--- src/hdl/mtam_pkg.sv ---
// shared constants and control types for the matrix engine
package mtam_pkg;

  localparam int DEF_MAX_DIM = 16;

  localparam int DIM_W  = 5;
  localparam int IDX_W  = 4;
  localparam int ELEM_W = 16;
  localparam int RES_W  = 36;
  localparam int TERM_W = 33;
  localparam int CFG_INDEX_W = 3;
  localparam int CFG_DATA_W  = 5;

  // item opcodes
  localparam logic OPC_LOAD = 1'b0;
  localparam logic OPC_READ = 1'b1;

  // load target
  localparam logic SEL_A = 1'b0;
  localparam logic SEL_B = 1'b1;

  // configured operation
  localparam logic [1:0] OP_TRANSPOSE = 2'd0;
  localparam logic [1:0] OP_ADD       = 2'd1;
  localparam logic [1:0] OP_MUL       = 2'd2;

  // result status
  localparam logic [1:0] ST_OK    = 2'd0;
  localparam logic [1:0] ST_DIM   = 2'd1;
  localparam logic [1:0] ST_RANGE = 2'd2;

  // configuration register indexes
  localparam logic [CFG_INDEX_W-1:0] CFG_ROWS_A    = 3'd0;
  localparam logic [CFG_INDEX_W-1:0] CFG_COLS_A    = 3'd1;
  localparam logic [CFG_INDEX_W-1:0] CFG_ROWS_B    = 3'd2;
  localparam logic [CFG_INDEX_W-1:0] CFG_COLS_B    = 3'd3;
  localparam logic [CFG_INDEX_W-1:0] CFG_OPERATION = 3'd4;

  typedef struct packed {
    logic capture;
    logic check;
    logic issue;
    logic load_out;
  } cmd_t;

  typedef struct packed {
    logic compute;
    logic issue_last;
    logic acc_done;
  } sts_t;

endpackage

--- src/hdl/mtam_ctrl.sv ---
// sequencer: item accept, check, issue of operand reads, drain and result hand-off
module mtam_ctrl
  import mtam_pkg::*;
(
  input  logic clk,
  input  logic rst,
  input  logic in_valid,
  output logic in_ready,
  output logic out_valid,
  input  logic out_ready,
  output cmd_t cmd,
  input  sts_t sts
);

  typedef enum logic [4:0] {
    S_IDLE  = 5'b00001,
    S_CHECK = 5'b00010,
    S_ISSUE = 5'b00100,
    S_DRAIN = 5'b01000,
    S_DONE  = 5'b10000
  } state_t;

  state_t state, state_next;
  logic   out_free;

  assign in_ready = (state == S_IDLE);
  assign out_free = !out_valid || out_ready;

  always_comb begin
    state_next   = state;
    cmd.capture  = 1'b0;
    cmd.check    = 1'b0;
    cmd.issue    = 1'b0;
    cmd.load_out = 1'b0;
    unique case (state)
      S_IDLE: begin
        if (in_valid) begin
          cmd.capture = 1'b1;
          state_next  = S_CHECK;
        end
      end
      S_CHECK: begin
        cmd.check  = 1'b1;
        state_next = sts.compute ? S_ISSUE : S_DONE;
      end
      S_ISSUE: begin
        cmd.issue = 1'b1;
        if (sts.issue_last) begin
          state_next = S_DRAIN;
        end
      end
      S_DRAIN: begin
        if (sts.acc_done) begin
          state_next = S_DONE;
        end
      end
      S_DONE: begin
        if (out_free) begin
          cmd.load_out = 1'b1;
          state_next   = S_IDLE;
        end
      end
      default: begin
        state_next = S_IDLE;
      end
    endcase
  end

  always_ff @(posedge clk) begin
    if (rst) begin
      state     <= S_IDLE;
      out_valid <= 1'b0;
    end else begin
      state <= state_next;
      if (cmd.load_out) begin
        out_valid <= 1'b1;
      end else if (out_ready) begin
        out_valid <= 1'b0;
      end
    end
  end

endmodule

--- config.mk ---
export PLATFORM = sky130hd
export DESIGN_NAME = mtam_ctrl
export DESIGN_NICKNAME = d
export VERILOG_FILES = /design/src/hdl/mtam_pkg.sv /design/src/hdl/mtam_ctrl.sv
export SDC_FILE = /design/constraint.sdc
export NUM_CORES = 1
export LEC_CHECK = 0
export BUFFER_PORTS_ARGS = -buffer_cell sky130_fd_sc_hd__buf_2
export CORE_AREA = 10 10 47 49
export CTS_CLUSTER_DIAMETER = 80
export DETAILED_ROUTE_END_ITERATION = 10
export DIE_AREA = 0 0 57 59
export GPL_ROUTABILITY_DRIVEN = 0
export SETUP_SLACK_MARGIN = 0.3
export SLEW_MARGIN = 20
export SYNTH_ARGS = -nofsm -noshare
export SYNTH_HDL_FRONTEND = slang
export SYNTH_SLANG_ARGS = --single-unit
--- constraint.sdc ---
create_clock -name clk -period 1.4 [get_ports clk]
set_input_delay 0.07 -clock clk [delete_from_list [all_inputs] [get_ports clk]]
set_output_delay 0.07 -clock clk [all_outputs]
set_load 0.05 [all_outputs]
# After elaboration in Yosys (flattened, before gate mapping)
# Index checks and enable logic that the tools add are counted.
[op_classes] add_sub_neg=0 mul=0 div=0 order_cmp=0 n_eq_ne=9 n_shift=0 muxes=14 bitwise=0 n_reduce_logical=4
[ops] op="2-to-1 mux 5 bit" count=5
[ops] op="one-hot mux 5 bit (5 select lines)" count=1
[ops] op="2-to-1 mux 1 bit" count=8
[ops] op="!= test 2 bit (second input constant)" count=4
[ops] op="== test 5 x 1 -> 1 bit (second input constant)" count=1
[ops] op="== test 5 x 2 -> 1 bit (second input constant)" count=1
[ops] op="== test 5 x 3 -> 1 bit (second input constant)" count=1
[ops] op="== test 5 x 4 -> 1 bit (second input constant)" count=1
[ops] op="== test 5 bit (second input constant)" count=1
[ops] op="AND reduction 4 bit" count=1
[ops] op="nonzero test 2 bit" count=1
[ops] op="logical NOT 1 bit" count=1
[ops] op="logical OR 1 bit" count=1
[word_totals] ff_bits=6 latchBits=0 mem_bits_rw=0 romBits=0 inputBits=7 elab_cells=29 memories=0

# Logic depth before layout (Yosys ltp)
[logic_depth] word_depth=5 ltp_mapped=5 depth_no_buf=4

# Worst setup path before layout
# Ideal clock, no wire load.
[synth_path] path_type="register to output" start="register state[2]" end="output port cmd[0] (netlist bit)" arrival_ns=1.559 t_required_ns=1.330 path_slack_ns=-0.229 path_stages_with_launch=6 path_buffers=1 cell_sequence="dfxtp_1 buf_6 nor2_4 nand3b_1 or2_4 nor2b_1"
[synth_rtl] element="start, declared" line="mtam_ctrl.sv:23" text="state_t state, state_next;"
[synth_rtl] element="start signal, assigned" line="mtam_ctrl.sv:74" text="state <= state_next;"
[synth_rtl] element="end, declared" line="mtam_ctrl.sv:11" text="output cmd_t cmd,"

==> impl_metrics.env <==
export IMPL_boundaryPins=13
export IMPL_layout_setup_ws_ns=-0.0453
export IMPL_syn_area_um2=382
export IMPL_clock_tree_root_cell="sky130_fd_sc_hd__clkbuf_4"
export IMPL_postSynthRegisterBits=6
export IMPL_grt_util_met2_pct=11.2
export IMPL_part_of_the_total_power_dissipated_in_combinational_logic_pct=23.7
export IMPL_design_die_area_mm2=0.00336
export IMPL_synth_area_leader_cell="sky130_fd_sc_hd__dfxtp_1"
export IMPL_drt_first_pass_iters=4
export IMPL_io_buffers=12
export IMPL_floorplan_rows=14
export IMPL_crit_path_end_kind="primary output"
export IMPL_final_setup_viol_count=1
export IMPL_clkPwrFrac_pct=36.7
export IMPL_reg2reg_setup_slack_ns=0.14
export IMPL_number_of_antenna_violations_at_the_first_check_in_global_routing=0
export IMPL_syn_nets=52
export IMPL_worstReg2RegStart="state[0]"
export IMPL_max_vdd_ir_drop_mv=0.519
export IMPL_vias=403
export IMPL_worst_setup_hold_path_clk_slew_ns=0.05
export IMPL_drv_cap=0
export IMPL_max_clock_freq_mhz=692
export IMPL_worst_margin_pin_slew_ns=0.252
export IMPL_grt_setup_unrepaired="yes"
export IMPL_netlist_instances=45
export IMPL_flow_area_growth_from_synthesis_pct=62.3
export IMPL_ctsHtreeMaxLevel=1
export IMPL_global_route_peak_usage_layer="met2"
export IMPL_synth_ff_type="sky130_fd_sc_hd__dfxtp_1"
export IMPL_reg2reg_depth=4
export IMPL_sw_frac_of_total_pct=30.0
export IMPL_max_clock_path_buffers=2
export IMPL_grt_pass1_wl_um=1900
export IMPL_postSynthAreaPerCell_um2=8.48
export IMPL_pwr_density_cell_mw_per_mm2=725
export IMPL_totalWireLength_um=1190
export IMPL_yosys_warnings=0
export IMPL_power_switching_mw=0.135
export IMPL_hold_path_startpoint="sts[2]"
export IMPL_cts_inserted_buffers=3
export IMPL_synthDominantCellAreaShare_pct=31.5
export IMPL_critPathLaunchType="register"
export IMPL_worstHoldPathType="primary input to register"
export IMPL_synth_sequential_area_ratio_pct=31.5
export IMPL_clock_latency_ns=0.25
export IMPL_async_set_or_reset_register_ratio_after_synthesis_pct=0
export IMPL_min_period_over_period_pct=103
export IMPL_critical_path_peak_fanout=2
export IMPL_critical_path_reg2reg_endpoint="state[0]"
export IMPL_first_global_vias=414
export IMPL_route_detailed_wl_per_inst_um=14.7
export IMPL_violated_checks="negative setup slack"
export IMPL_met1_usage_in_global_routing_pct=7.44
export IMPL_power_report_internal_total_mw=0.315
export IMPL_route_antenna_remaining_nets=0
export IMPL_detailedPlacementHpwl_um=741
export IMPL_worstHoldEndpoint="state[2]"
export IMPL_synth_edff_count=0
export IMPL_finalHoldViolCount=0
export IMPL_track_usage_pct=7.29
export IMPL_fp_dieH_um=59
export IMPL_power_leakage_nw=0.251
export IMPL_place_worst_setup_slack_ns=0.0920
export IMPL_post_route_min_period_ns=1.45
export IMPL_global_route_overflow_total=0
export IMPL_min_delay_path_depth=3
export IMPL_clock_tree_from_tritoncts="yes"
export IMPL_finalCoreUtilization_pct=44.2
export IMPL_timing_final_max_slew_violations=0
export IMPL_layout_drive_gt1_share_pct=58.5
export IMPL_required_time_reported_for_the_critical_path_endpoint_ns=1.33
export IMPL_route_detailed_vias_per_inst=4.98
export IMPL_netlist_top_cells_area="sky130_fd_sc_hd__dfxtp_1, sky130_fd_sc_hd__nor2_1, sky130_fd_sc_hd__o21bai_4, sky130_fd_sc_hd__a21oi_1, sky130_fd_sc_hd__o21ai_0"
export IMPL_globalRouteMet3Util_pct=4.94
export IMPL_first_iter_violations=6
export IMPL_ys_top_cells_by_count="sky130_fd_sc_hd__nor2_1, sky130_fd_sc_hd__dfxtp_1, sky130_fd_sc_hd__a21oi_1, sky130_fd_sc_hd__o21ai_0"
export IMPL_seq_power_share_pct=39.7
export IMPL_diodes=0
export IMPL_layout_nets=74
export IMPL_synthMostInstantiatedCell="sky130_fd_sc_hd__nor2_1"
export IMPL_initial_utilization_pct=27.2
export IMPL_dieWidth_um=57
export IMPL_route_detailed_drc=0
export IMPL_run_status="complete, but fails checks"
export IMPL_maxSlewHeadroom_pct=83.3
export IMPL_critical_path_arrival_ns=1.38
export IMPL_grt_max_degree=9
export IMPL_fin_skew_ns=0.0128
export IMPL_critPathKind="register to primary output"
export IMPL_clock_sinks=6
export IMPL_core_region_area_mm2=0.00140
export IMPL_holdBufCountCts=0
export IMPL_synth_cell_type_count=25
==> registers in the layout, summed over array words and instances, names as in the netlist <==
signal	flops
out_valid	1
state	5
==> cell type report <==
type | instances | area [um2]
fillers | 156 | 782
flip-flops and latches | 6 | 135
well taps | 16 | 20.0
multi-input cells | 35 | 275
repair buffers | 19 | 159
clock buffers | 3 | 22.5
inverters | 2 | 7.51
==> cells by family (layout without fill, tap and decap cells) <==
kind of cell / after synthesis / in the layout / share of synthesized area, %
AND/OR/NAND/NOR: 23 / 23 / 38.7
flip-flops: 6 / 6 / 31.5
XOR/XNOR: 1 / 1 / 2.30
AO/OA/AOI/OAI: 11 / 11 / 21.6
buffers and inverters: 4 / 24 / 5.90
==> metal layers <==
layer	up-vias	share of wire [%]
li1	202	-
met1	187	39
met2	10	52
met3	4	7.0
met4	0	1.9
met5	-	0
==> stage by stage <==
step	TNS [ns]	total power, mW	cells	hold WS, ns	area [um2]
4_1_cts	-0.0235	0.454	79	0.0719	587
5_1_grt	-0.0962	0.480	81	0.125	619
3_5_place_dp	0	0.269	72	0.337	473
3_3_place_gp	0	0.269	72	0.328	473
6_report	-0.0453	0.449	81	0.0973	619
2_1_floorplan	0	0.245	45	0.211	400
==> placed cells by master, fill, tap and decap left out, drive strengths merged <==
cell and instances:
a21oi 4, nand2b 2, or2 1, dfxtp 6, o21bai 1, buf 19, a31oi 1, nor2 8
and3 2, xor2 1, nand4 2, inv 2, nor3 2, clkbuf 3, nand3b 1, nor2b 1
o22ai 1, o31ai 1, o21ai 3, nor3b 2, or3b 1, or3 1
==> critical path, cell delays in order (launching register included) <==
cell                       delay (ns)
sky130_fd_sc_hd__dfxtp_4         0.35
sky130_fd_sc_hd__nor2_4          0.11
sky130_fd_sc_hd__nand3b_1        0.10
sky130_fd_sc_hd__or2_4           0.28
sky130_fd_sc_hd__nor2b_4         0.13
sky130_fd_sc_hd__buf_8           0.15
==> power groups by stage <==
stage | clock, mW | sequential [mW] | combinational (mW)
6_report | 0.165 | 0.178 | 0.106
5_1_grt | 0.188 | 0.179 | 0.112
4_1_cts | 0.172 | 0.179 | 0.104
3_5_place_dp | 0 | 0.188 | 0.0812
3_3_place_gp | 0 | 0.187 | 0.0813
2_1_floorplan | 0 | 0.185 | 0.0604
==> timing repair <==
| item | 4_1_cts | 5_1_grt |
|---|---|---|
| pin swaps | 6 | 5 |
| gates cloned | 0 | 0 |
| setup endpoints to repair | 9 | 11 |
| resized for setup | 21 | 5 |
| buffers inserted | 4 | 2 |
==> worst max path at each step <==
| stage | from | end | slack [ns] |
|---|---|---|---|
| final | state[2] | cmd[0] | -0.05 |
| after global routing | state[2] | cmd[0] | -0.09 |
| after CTS | state[3] | cmd[0] | -0.02 |
| after detailed placement | state[2] | cmd[0] | 0.09 |
| after global placement | state[2] | cmd[0] | 0.12 |
| after floorplan | state[2] | cmd[0] | 0.17 |
Note: power is estimated with default switching activity, not from simulation.
